$ cat src/sv/kaf_pkg.sv
package kaf_pkg;

	localparam int unsigned DataW = 32;
	localparam int unsigned RegW  = 30;
	localparam int unsigned FracW = 30;
	localparam int unsigned IdxW  = 2;

	localparam logic [IdxW-1:0] REG_ANGLE_NOISE = 2'd0;
	localparam logic [IdxW-1:0] REG_BIAS_NOISE  = 2'd1;
	localparam logic [IdxW-1:0] REG_MEAS_NOISE  = 2'd2;
	localparam logic [IdxW-1:0] REG_TIME_STEP   = 2'd3;

	localparam logic [RegW-1:0] RST_ANGLE_NOISE = 30'd1073742;
	localparam logic [RegW-1:0] RST_BIAS_NOISE  = 30'd5368709;
	localparam logic [RegW-1:0] RST_MEAS_NOISE  = 30'd536870912;
	localparam logic [RegW-1:0] RST_TIME_STEP   = 30'd5368709;

	localparam logic signed [DataW-1:0] COV_ONE = 32'sd1073741824;

	// saturate a 36-bit signed value to 32 bits
	function automatic logic signed [DataW-1:0] sat36(input logic signed [35:0] v);
		logic signed [35:0] hi;
		logic signed [35:0] lo;
		hi = 36'sd2147483647;
		lo = -36'sd2147483648;
		if (v > hi) begin
			sat36 = 32'sh7fffffff;
		end else if (v < lo) begin
			sat36 = 32'sh80000000;
		end else begin
			sat36 = v[DataW-1:0];
		end
	endfunction

endpackage

$ cat src/sv/kaf_mul.sv
// serial signed multiplier, one multiplier bit a cycle, result rounded by 2^30
// ties away from zero
module kaf_mul
	import kaf_pkg::*;
(
	input  logic               clk,
	input  logic               arst_n,
	input  logic               start,
	input  logic signed [35:0] a,
	input  logic signed [35:0] b,
	output logic               done,
	output logic signed [40:0] prod
);

	logic [71:0] acc_q;
	logic [35:0] mcand_q;
	logic [35:0] mplier_q;
	logic [5:0]  cnt_q;
	logic        busy_q;
	logic        neg_q;
	logic [71:0] rnd;
	logic [71:0] shifted;

	always_ff @(posedge clk or negedge arst_n) begin
		if (!arst_n) begin
			busy_q <= 1'b0;
			cnt_q  <= '0;
		end else if (start) begin
			busy_q <= 1'b1;
			cnt_q  <= 6'd36;
		end else if (busy_q) begin
			cnt_q <= cnt_q - 6'd1;
			if (cnt_q == 6'd1) begin
				busy_q <= 1'b0;
			end
		end
	end

	always_ff @(posedge clk) begin
		if (start) begin
			acc_q    <= '0;
			mcand_q  <= a[35] ? 36'(-a) : a;
			mplier_q <= b[35] ? 36'(-b) : b;
			neg_q    <= a[35] ^ b[35];
		end else if (busy_q) begin
			if (mplier_q[0]) begin
				acc_q <= acc_q + ({36'd0, mcand_q} << (6'd36 - cnt_q));
			end
			mplier_q <= mplier_q >> 1;
		end
	end

	assign done = busy_q && (cnt_q == 6'd1) && !start;

	// final bit folded in combinationally at done
	always_comb begin
		rnd = acc_q;
		if (mplier_q[0]) begin
			rnd = acc_q + ({36'd0, mcand_q} << 6'd35);
		end
		shifted = (rnd + 72'(1 << (FracW - 1))) >> FracW;
		prod = neg_q ? -$signed(shifted[40:0]) : $signed(shifted[40:0]);
	end

endmodule

$ cat src/sv/kaf_div.sv
// restoring divider, one quotient bit a cycle: q = trunc(n * 2^30 / d), saturated
module kaf_div
	import kaf_pkg::*;
(
	input  logic                     clk,
	input  logic                     arst_n,
	input  logic                     start,
	input  logic signed [35:0]       num,
	input  logic [35:0]              den,
	output logic                     done,
	output logic signed [DataW-1:0]  quot
);

	logic [65:0] rem_q;
	logic [65:0] dvd_q;
	logic [35:0] den_q;
	logic [66:0] q_q;
	logic [6:0]  cnt_q;
	logic        busy_q;
	logic        done_q;
	logic        neg_q;
	logic [66:0] trial;
	logic signed [35:0] qs;

	// done_q rises in the same cycle that the last quotient bit lands in q_q
	always_ff @(posedge clk or negedge arst_n) begin
		if (!arst_n) begin
			busy_q <= 1'b0;
			cnt_q  <= '0;
			done_q <= 1'b0;
		end else begin
			done_q <= busy_q && (cnt_q == 7'd1) && !start;
			if (start) begin
				busy_q <= 1'b1;
				cnt_q  <= 7'd66;
			end else if (busy_q) begin
				cnt_q <= cnt_q - 7'd1;
				if (cnt_q == 7'd1) begin
					busy_q <= 1'b0;
				end
			end
		end
	end

	assign trial = {rem_q, dvd_q[65]} - {31'd0, den_q};

	always_ff @(posedge clk) begin
		if (start) begin
			rem_q <= '0;
			dvd_q <= {(num[35] ? 36'(-num) : num), 30'd0};
			den_q <= den;
			q_q   <= '0;
			neg_q <= num[35];
		end else if (busy_q) begin
			dvd_q <= dvd_q << 1;
			if (!trial[66]) begin
				rem_q <= trial[65:0];
				q_q   <= {q_q[65:0], 1'b1};
			end else begin
				rem_q <= {rem_q[64:0], dvd_q[65]};
				q_q   <= {q_q[65:0], 1'b0};
			end
		end
	end

	assign done = done_q;

	always_comb begin
		if (q_q[66:34] != '0) begin
			qs = neg_q ? -36'sd2147483649 : 36'sd2147483648;
		end else begin
			qs = neg_q ? -$signed({2'b00, q_q[33:0]}) : $signed({2'b00, q_q[33:0]});
		end
		quot = sat36(qs);
	end

endmodule

$ cat src/sv/kalman_angle_filter.sv
// two-state angle/gyro-bias kalman filter, one word in, one word out
// from input accept to out_valid: 10 serial multiplies and 2 serial divides,
// then the finished word is loaded into the output register
// a new word is taken only once the last has moved to the output; a result may wait while the next is taken
// reset: registers take their default noise and time step, angle and bias
// clear, covariance returns to identity
module kalman_angle_filter
	import kaf_pkg::*;
(
	input  logic                    clk,
	input  logic                    arst_n,
	input  logic                    cfg_we,
	input  logic [kaf_pkg::IdxW-1:0] cfg_index,
	input  logic [kaf_pkg::RegW-1:0] cfg_data,
	input  logic                    in_valid,
	output logic                    in_stall,
	input  logic signed [31:0]      measured_angle,
	input  logic signed [31:0]      gyro_rate,
	output logic                    out_valid,
	input  logic                    out_stall,
	output logic signed [31:0]      angle_estimate_out,
	output logic signed [31:0]      rate_estimate_out
);

	typedef enum logic [6:0] {
		ST_IDLE = 7'b0000001,
		ST_MUL  = 7'b0000010,
		ST_MWT  = 7'b0000100,
		ST_DIV  = 7'b0001000,
		ST_DWT  = 7'b0010000,
		ST_OUT  = 7'b0100000,
		ST_HOLD = 7'b1000000
	} state_t;

	state_t state_q;
	logic [4:0] step_q;

	// config registers
	logic [RegW-1:0] qa_q, qb_q, rm_q, dt_q;

	// filter state
	logic signed [31:0] ang_q, bias_q, paa_q, pab_q, pba_q, pbb_q;
	// per-word working values
	logic signed [31:0] meas_q, gyro_q, pred_q, a00_q, a01_q, a10_q, a11_q, k0_q, k1_q;
	logic signed [35:0] err_q;

	// shared serial multiplier and divider
	logic               mul_go, mul_done;
	logic signed [35:0] mul_a, mul_b;
	logic signed [40:0] mul_p;
	logic               div_go;
	logic signed [35:0] div_n;
	logic [35:0]        div_d;
	logic signed [31:0] div_qt;
	logic               div_done;
	logic signed [35:0] e_val;

	kaf_mul u_mul (
		.clk(clk), .arst_n(arst_n), .start(mul_go), .a(mul_a), .b(mul_b),
		.done(mul_done), .prod(mul_p)
	);

	kaf_div u_div (
		.clk(clk), .arst_n(arst_n), .start(div_go), .num(div_n), .den(div_d),
		.done(div_done), .quot(div_qt)
	);

	// output skid: result word held here while the next sample runs
	logic               ovld_q;
	logic signed [31:0] oang_q, orate_q;
	logic               out_load;

	assign in_stall            = (state_q != ST_IDLE);
	assign out_valid           = ovld_q;
	assign angle_estimate_out  = oang_q;
	assign rate_estimate_out   = orate_q;

	// finished word moves to the output when the register is free or being taken
	assign out_load = (state_q == ST_OUT) && (!ovld_q || !out_stall);

	assign e_val = 36'($signed({1'b0, rm_q})) + 36'(a00_q);

	// operand select per multiply step
	always_comb begin
		mul_a = '0;
		mul_b = 36'($signed({1'b0, dt_q}));
		case (step_q)
			5'd0: mul_a = 36'(gyro_q) - 36'(bias_q);
			5'd1: mul_a = 36'($signed({1'b0, qa_q})) - 36'(pab_q) - 36'(pba_q);
			5'd2: mul_a = 36'(pbb_q);
			5'd3: mul_a = 36'($signed({1'b0, qb_q}));
			5'd4: begin mul_a = 36'(k0_q); mul_b = 36'(a00_q); end
			5'd5: begin mul_a = 36'(k0_q); mul_b = 36'(a01_q); end
			5'd6: begin mul_a = 36'(k1_q); mul_b = 36'(a00_q); end
			5'd7: begin mul_a = 36'(k1_q); mul_b = 36'(a01_q); end
			5'd8: begin mul_a = 36'(k0_q); mul_b = err_q; end
			5'd9: begin mul_a = 36'(k1_q); mul_b = err_q; end
			default: mul_a = '0;
		endcase
		div_n = (step_q == 5'd0) ? 36'(a00_q) : 36'(a10_q);
		div_d = e_val;
	end

	assign mul_go = (state_q == ST_MUL);
	assign div_go = (state_q == ST_DIV);

	always_ff @(posedge clk or negedge arst_n) begin
		if (!arst_n) begin
			qa_q <= RST_ANGLE_NOISE;
			qb_q <= RST_BIAS_NOISE;
			rm_q <= RST_MEAS_NOISE;
			dt_q <= RST_TIME_STEP;
		end else if (cfg_we) begin
			case (cfg_index)
				REG_ANGLE_NOISE: qa_q <= cfg_data;
				REG_BIAS_NOISE:  qb_q <= cfg_data;
				REG_MEAS_NOISE:  rm_q <= cfg_data;
				REG_TIME_STEP:   dt_q <= cfg_data;
				default: ;
			endcase
		end
	end

	always_ff @(posedge clk or negedge arst_n) begin
		if (!arst_n) begin
			ovld_q <= 1'b0;
		end else if (out_load) begin
			ovld_q <= 1'b1;
		end else if (!out_stall) begin
			ovld_q <= 1'b0;
		end
	end

	always_ff @(posedge clk) begin
		if (out_load) begin
			oang_q  <= ang_q;
			orate_q <= sat36(36'(gyro_q) - 36'(bias_q));
		end
	end

	always_ff @(posedge clk or negedge arst_n) begin
		if (!arst_n) begin
			state_q <= ST_IDLE;
			step_q  <= '0;
			ang_q   <= '0;
			bias_q  <= '0;
			paa_q   <= COV_ONE;
			pab_q   <= '0;
			pba_q   <= '0;
			pbb_q   <= COV_ONE;
		end else begin
			case (state_q)
				ST_IDLE: begin
					if (in_valid) begin
						meas_q  <= measured_angle;
						gyro_q  <= gyro_rate;
						step_q  <= '0;
						state_q <= ST_MUL;
					end
				end
				ST_MUL: state_q <= ST_MWT;
				ST_MWT: begin
					if (mul_done) begin
						case (step_q)
							5'd0: begin
								pred_q <= sat36(36'(ang_q) + mul_p[35:0]);
								err_q  <= 36'(meas_q) - 36'(sat36(36'(ang_q) + mul_p[35:0]));
							end
							5'd1: a00_q <= sat36(36'(paa_q) + mul_p[35:0]);
							5'd2: begin
								a01_q <= sat36(36'(pab_q) - mul_p[35:0]);
								a10_q <= sat36(36'(pba_q) - mul_p[35:0]);
							end
							5'd3: a11_q <= sat36(36'(pbb_q) + mul_p[35:0]);
							5'd4: paa_q <= sat36(36'(a00_q) - mul_p[35:0]);
							5'd5: pab_q <= sat36(36'(a01_q) - mul_p[35:0]);
							5'd6: pba_q <= sat36(36'(a10_q) - mul_p[35:0]);
							5'd7: pbb_q <= sat36(36'(a11_q) - mul_p[35:0]);
							5'd8: ang_q <= sat36(36'(pred_q) + mul_p[35:0]);
							5'd9: bias_q <= sat36(36'(bias_q) + mul_p[35:0]);
							default: ;
						endcase
						// prediction done: go form the gains; last correction: emit
						if (step_q == 5'd3) begin
							step_q  <= '0;
							state_q <= ST_DIV;
						end else if (step_q == 5'd9) begin
							state_q <= ST_OUT;
						end else if (step_q > 5'd9) begin
							state_q <= ST_IDLE;
						end else begin
							step_q  <= step_q + 5'd1;
							state_q <= ST_MUL;
						end
					end
				end
				ST_DIV: state_q <= ST_DWT;
				ST_DWT: begin
					if (div_done) begin
						if (step_q == 5'd0) begin
							k0_q    <= (e_val > 0) ? div_qt : '0;
							step_q  <= 5'd1;
							state_q <= ST_DIV;
						end else begin
							k1_q    <= (e_val > 0) ? div_qt : '0;
							step_q  <= 5'd4;
							state_q <= ST_MUL;
						end
					end
				end
				ST_OUT: begin
					if (out_load) begin
						state_q <= ST_IDLE;
					end
				end
				ST_HOLD: state_q <= ST_IDLE;
				default: state_q <= ST_IDLE;
			endcase
		end
	end

endmodule
$ cat config.mk
export PLATFORM = sky130hd
export DESIGN_NAME = kalman_angle_filter
export DESIGN_NICKNAME = d
export VERILOG_FILES = /design/src/sv/kaf_pkg.sv /design/src/sv/kaf_mul.sv /design/src/sv/kaf_div.sv /design/src/sv/kalman_angle_filter.sv
export SDC_FILE = /design/constraint.sdc
export NUM_CORES = 2
export LEC_CHECK = 0
export BUFFER_PORTS_ARGS = -buffer_cell sky130_fd_sc_hd__buf_2
export CORE_ASPECT_RATIO = 1.2
export CORE_MARGIN = 2
export CORE_UTILIZATION = 30
export DETAILED_ROUTE_END_ITERATION = 12
export PLACE_DENSITY = 0.45
export SLEW_MARGIN = 40
export SYNTH_ARGS = -nofsm -noshare
export SYNTH_HDL_FRONTEND = slang
export SYNTH_HIERARCHICAL = 1
export SYNTH_SLANG_ARGS = --single-unit
$ cat constraint.sdc
create_clock -name clk -period 9.75 [get_ports clk]
set_input_delay 1.4625 -clock clk [delete_from_list [all_inputs] [get_ports clk]]
set_output_delay 1.4625 -clock clk [all_outputs]
set_load 0.01 [all_outputs]
# Word level (Yosys, flattened, before mapping)
# Cells that the tools add are included.
# totals
ff_bits	1077
in_bits	101
output_inout_bits	66
# op_classes
n_addsub	29
n_lt_le_gt_ge	28
n_eq_ne	28
shift	1
mux	71
n_bitwise	2
n_reduce_logical	41
# op_table
cell	n
32-bit two-way mux	25
36-bit by 32-bit > comparator with 1-bit output (second input constant)	12
36-bit by 32-bit less-than comparator with 1-bit output (second input constant)	12
36-bit two-way mux	9
66-bit two-way mux	4
36-bit one-hot mux with 6 select lines	1
36-bit subtractor	6
36-bit adder	5
36-bit negation	4
36-bit one-hot mux with 3 select lines	1
72-bit adder	1
36-bit by 6-bit << shifter with 72-bit output	1
67-bit by 36-bit subtractor with 67-bit output	1
66-bit by 30-bit adder with 66-bit output (second input constant)	1
66-bit adder	1
32-bit by 32-bit subtractor with 33-bit output	2
7-bit two-way mux	6
7-bit one-hot mux with 6 select lines	1
34-bit negation with 36-bit output	1
35-bit two-way mux	1
33-bit by 32-bit subtractor with 34-bit output	1
31-bit by 32-bit adder with 33-bit output	1
33-bit by 1-bit > comparator with 1-bit output (second input constant)	1
33-bit by 32-bit > comparator with 1-bit output (second input constant)	1
other kinds (47)	101

# Longest topological paths before layout
# logic_depth
depth_word	13
ltp_mapped	43
ltp_nobuf	41

# By module
# Netlist, hierarchy kept.
# by_module_without_submodules
module	instances	cells_each	area_each_um2	seq_area_each_um2
kalman_angle_filter	1	5981	55684.7	19713.9
kaf_mul	1	2435	18073.6	3788.6
kaf_div	1	1500	12916.1	5079.9

# Least setup slack after synthesis
# Ideal clock, no wire load.
# synth_path
kind	reg2reg
from	register u_mul.mcand_q[0]
to	register err_q[30], data pin
arrival_time_ps	9033
slack_ps	457
stages_incl_launch_ff	41
path_buffers	3
period_less_slack_ps	9293
path_cell_list	edfxtp_1 -> ha_1 -> fa_1 -> xnor2_1 -> a21oi_1 -> nand3_1 -> or3_1 -> clkbuf_1 -> nor4_4 -> nand4_1 -> or3_1 -> clkbuf_1 -> nor4_1 -> xnor2_1 -> nor4_2 -> inv_1 -> o21ai_0 -> xnor2_1 -> [5 not listed] -> a21oi_1 -> xnor2_1 -> inv_1 -> a41oi_1 -> clkbuf_1 -> a21oi_1 -> ha_1 -> nor2b_1 -> o21a_1 -> o21ai_0 -> a21oi_1 -> nor4b_1 -> o31a_1 -> a21oi_1 -> o41ai_1 -> o21bai_1 -> a211oi_1 -> nor2_1
# synth_between
elab_chain_cells	13
elab_cells_between_ends	14
classes_between	5 x add/sub; 2 x order compare; 7 x mux
# synth_lines
item	line	text
from (decl)	kaf_mul.sv:16	logic [35:0] mcand_q;
from (signal assigned)	kaf_mul.sv:42	mcand_q <= a[35] ? 36'(-a) : a;
66-bit adder (*)	kaf_mul.sv:59	rnd = acc_q + ({36'd0, mcand_q} << 6'd35);
66-bit two-way mux (*)	kaf_mul.sv:58	if (mplier_q[0]) begin
66-bit by 30-bit adder with 66-bit output (*)	kaf_mul.sv:61	shifted = (rnd + 72'(1 << (FracW - 1))) >> FracW;
36-bit negation	kaf_mul.sv:62	prod = neg_q ? -$signed(shifted[40:0]) : $signed(shifted[40:0]);
36-bit two-way mux (*)	kaf_mul.sv:62	
named net mul_p[32]	kalman_angle_filter.sv:50	logic signed [40:0] mul_p;
36-bit adder (*)	kalman_angle_filter.sv:167	err_q <= 36'(meas_q) - 36'(sat36(36'(ang_q) + mul_p[35:0]));
36-bit by 32-bit less-than comparator with 1-bit output	kaf_pkg.sv:28	end else if (v < lo) begin
32-bit two-way mux	kaf_pkg.sv:28	
32-bit two-way mux (*)	kaf_pkg.sv:26	if (v > hi) begin
32-bit two-way mux (*)	kalman_angle_filter.sv:164	case (step_q)
32-bit two-way mux (*)	kalman_angle_filter.sv:163	if (mul_done) begin
32-bit two-way mux (*)	kalman_angle_filter.sv:152	case (state_q)
32-bit by 32-bit subtractor with 33-bit output (*)	kalman_angle_filter.sv:167	
to (signal assigned)	kalman_angle_filter.sv:167	
to (decl)	kalman_angle_filter.sv:45	logic signed [35:0] err_q;
# The timed path passes the listed nets; every way through them passes the cells marked *. The select of a mux whose other input is x is not followed.
# A chain may end at the register's enable or synchronous reset.

# Final worst setup path
# layout_path
from	register u_mul.mcand_q[0]
to	register err_q[32], data pin
# The elaborated chain is that of the path after synthesis.

==> Flow_metrics.wiki <==
{| class="wikitable"
! Metric !! Value
|-
| Total Routed Length || 375 mm
|-
| Startpoint of the worst setup timing path || u_mul/mcand_q[0]
|-
| Pin count of the biggest net entering global routing || 146
|-
| R2R cell count || 42
|-
| First-pass GRT wire length || 536 mm
|-
| Worst Hold Depth || 2
|-
| Worst path most repeated cell || sky130_fd_sc_hd__buf_4
|-
| Starting density of the core || 30.2%
|-
| Number of nets in the finished design || 10800
|-
| Via/cell ratio || 5.64
|-
| Final-report max-slew violation count || 0
|-
| Initial DRC count || 7006
|-
| Synthesis Warnings || 6
|-
| Core Util, Final || 34.7%
|-
| Cell with the largest stage delay on the worst path || sky130_fd_sc_hd__fa_2
|-
| Highest attainable clock frequency || 0.108 GHz
|-
| Delay of the slowest cell on the worst path || 0.56 ns
|-
| Num Clock Sinks || 1070
|-
| Total Die Area || 290000 µm²
|-
| Detailed Routing Iterations Pass 1 || 9
|-
| Routability-driven placement congestion ratio || 0.972
|-
| Arrival time at the worst endpoint || 9.86 ns
|-
| Worst-case headroom to the max-slew limit || 40.4%
|-
| Outcome || finished, final reports clean
|-
| Number of buffers and inverters on the critical path || 7
|-
| Required time worst endpoint || 10.36 ns
|-
| Final setup violating endpoints || 0
|-
| Cell family with most CP delay || compound AO/OA/AOI/OAI gates
|-
| Post-synthesis net count || 10600
|-
| Min Hold Slack || 0.457 ns
|-
| Top-Level Pins || 167
|-
| Slew at the pin closest to its max-slew limit || 0.883 ns
|-
| Clk pin slew, worst setup/hold paths || 0.06 ns
|-
| Clock buffer depth || 4
|-
| Number of nets still failing antenna checks after routing || 0
|-
| Vias || 78400
|-
| Number of instances in the synthesized netlist || 9766
|-
| Detailed-placement wirelength estimate || 295 mm
|-
| Worst clock skew on the final layout || 0.0561 ns
|-
| Number of violations of the max-capacitance limit || 0
|-
| Core Area || 284000 µm²
|-
| Post-detailed-route DRC marker count || 0
|-
| Total routing usage reported by global routing || 25.0%
|-
| Critical Path End Type || register
|-
| Final min period || 9.26 ns
|-
| Quantity of I/O buffers inserted on ports || 166
|-
| Die height || 589 µm
|-
| Critical path depth || 42
|-
| Count of standard-cell rows || 214
|-
| Crit-path max FO || 5
|-
| Root buffer selected by CTS || sky130_fd_sc_hd__clkbuf_16
|-
| Clock insertion delay at the later pin of the skew report || 0.87 ns
|-
| Setup Crit Path Kind || reg -> reg
|-
| Crit start category || register
|-
| Fin. Hold Viols || 0
|-
| Startpoint of the most critical hold path || u_mul/acc_q[11]
|-
| TritonCTS clock tree || done
|-
| Worst min-delay path category || reg -> reg
|-
| Launch instance of the worst register-to-register path || u_mul/mcand_q[0]
|-
| Layout cell share with drive strength beyond 1 || 12.5%
|-
| Aggregate global routing overflow || 0
|-
| Via count of the first global-routing pass || 75400
|-
| Die W || 492 µm
|-
| Area Overhead vs Synth || 14.8%
|-
| Clock H-tree levels || 4
|-
| Final clock period utilization by the worst path || 94.9%
|-
| Antenna violations before repair || 35
|-
| Routed wire per std cell || 27.0 µm
|-
| Number of CTS-inserted buffers || 148
|-
| Cell Area, Synth || 85600 µm²
|-
| Average instance area after synthesis || 8.77 µm²
|}
[final cells by class]
cell class                      count  area, µm²
Antenna cell                       22       55.1
Clock buffer                      187       4020
Inverter                          377       1420
Fill cell                       29400     185000
Multi-Input combinational cell   7846      54900
Clock inverter                     75        897
Sequential cell                  1070      28500
Tap cell                         3780       4730
Timing Repair Buffer              542       3800
[stage by stage]
step / std cells / cell area [µm²] / TNS (ns) / setup WS [ns]
after CTS: 13900 / 97700 / 0 / 0.0227
after global routing: 13900 / 98300 / -0.0502 / -0.0267
final: 13900 / 98300 / 0 / 0.493
after floorplan: 9766 / 85600 / 0 / 0.503
after detailed placement: 13600 / 92800 / 0 / 0.0731
after global placement: 13600 / 92600 / 0 / 0.0258
[timing repair]
action                                  4_1_cts  5_1_grt
endpoints found under the setup margin        0       17
hold buffers                                  0        0
resized for setup                             0       78
hold endpoints to repair                      0        0
setup buffers                                 0       10
[routing by layer]
| metal | vias up | GRT usage [%] | wire, µm |
|---|---|---|---|
| li1 | 36700 | - | - |
| met1 | 38900 | 33.3 | 166000 |
| met2 | 2304 | 40.3 | 171000 |
| met3 | 558 | 2.91 | 18800 |
| met4 | 12 | 11.3 | 18900 |
| met5 | - | 0 | 91 |
[worst reg2reg max path, delay by kind of cell, from the launching register on]
| family | cells | cell delay [ns] |
|---|---|---|
| DFF | 1 | 0.39 |
| AOI/OAI and AO/OA | 18 | 3.28 |
| xor gates and xnor gates | 2 | 0.41 |
| muxes | 2 | 0.47 |
| and+or+nand+nor | 8 | 1.77 |
| adders and majority gates | 5 | 1.62 |
| buffers and inverters | 7 | 1.10 |
[sequential cells by signal, summed over array words and instances (netlist names), 33 cells and up]
register,cells
err_q,33
u_div/q_q,67
u_mul/mcand_q,36
u_mul/acc_q,66
u_div/dvd_q,36
u_mul/mplier_q,36
u_div/den_q,36
u_div/rem_q,66
[layout by cell type, fill, tap and decap left out, types with 65 or more instances in the layout]
master,count
sky130_fd_sc_hd__nand2_1,926
sky130_fd_sc_hd__o31ai_1,80
sky130_fd_sc_hd__xor2_1,304
sky130_fd_sc_hd__nor3_1,131
sky130_fd_sc_hd__nand4_1,106
sky130_fd_sc_hd__nor2b_1,70
sky130_fd_sc_hd__a211oi_1,82
sky130_fd_sc_hd__dfxtp_1,199
sky130_fd_sc_hd__a221o_1,73
sky130_fd_sc_hd__o211ai_1,65
sky130_fd_sc_hd__o21a_1,78
sky130_fd_sc_hd__a21o_1,423
sky130_fd_sc_hd__dfrtp_1,302
sky130_fd_sc_hd__buf_2,165
sky130_fd_sc_hd__o21ai_0,599
sky130_fd_sc_hd__buf_4,357
sky130_fd_sc_hd__and3_1,92
sky130_fd_sc_hd__mux2i_1,119
sky130_fd_sc_hd__ha_1,658
sky130_fd_sc_hd__a21oi_1,946
sky130_fd_sc_hd__nor2_1,813
sky130_fd_sc_hd__or3_1,81
sky130_fd_sc_hd__o21bai_1,93
sky130_fd_sc_hd__nand2b_1,98
sky130_fd_sc_hd__nand3_1,202
sky130_fd_sc_hd__inv_1,374
sky130_fd_sc_hd__mux2_2,138
sky130_fd_sc_hd__edfxtp_1,531
sky130_fd_sc_hd__clkbuf_16,151
sky130_fd_sc_hd__a31oi_1,78
sky130_fd_sc_hd__xnor2_1,412
[final timing paths]
kind	to	slack (ns)
min in group asynchronous	rm_q[13]	0.52
max in group asynchronous	ang_q[14]	6.75
max	err_q[32]	0.49
min reg2reg	u_mul/acc_q[11]	0.46
max reg2reg	err_q[32]	0.49
min	u_mul/acc_q[11]	0.46
Power is not shown: default switching activity piles up to over one toggle a cycle in this logic, so the estimate is an artifact.
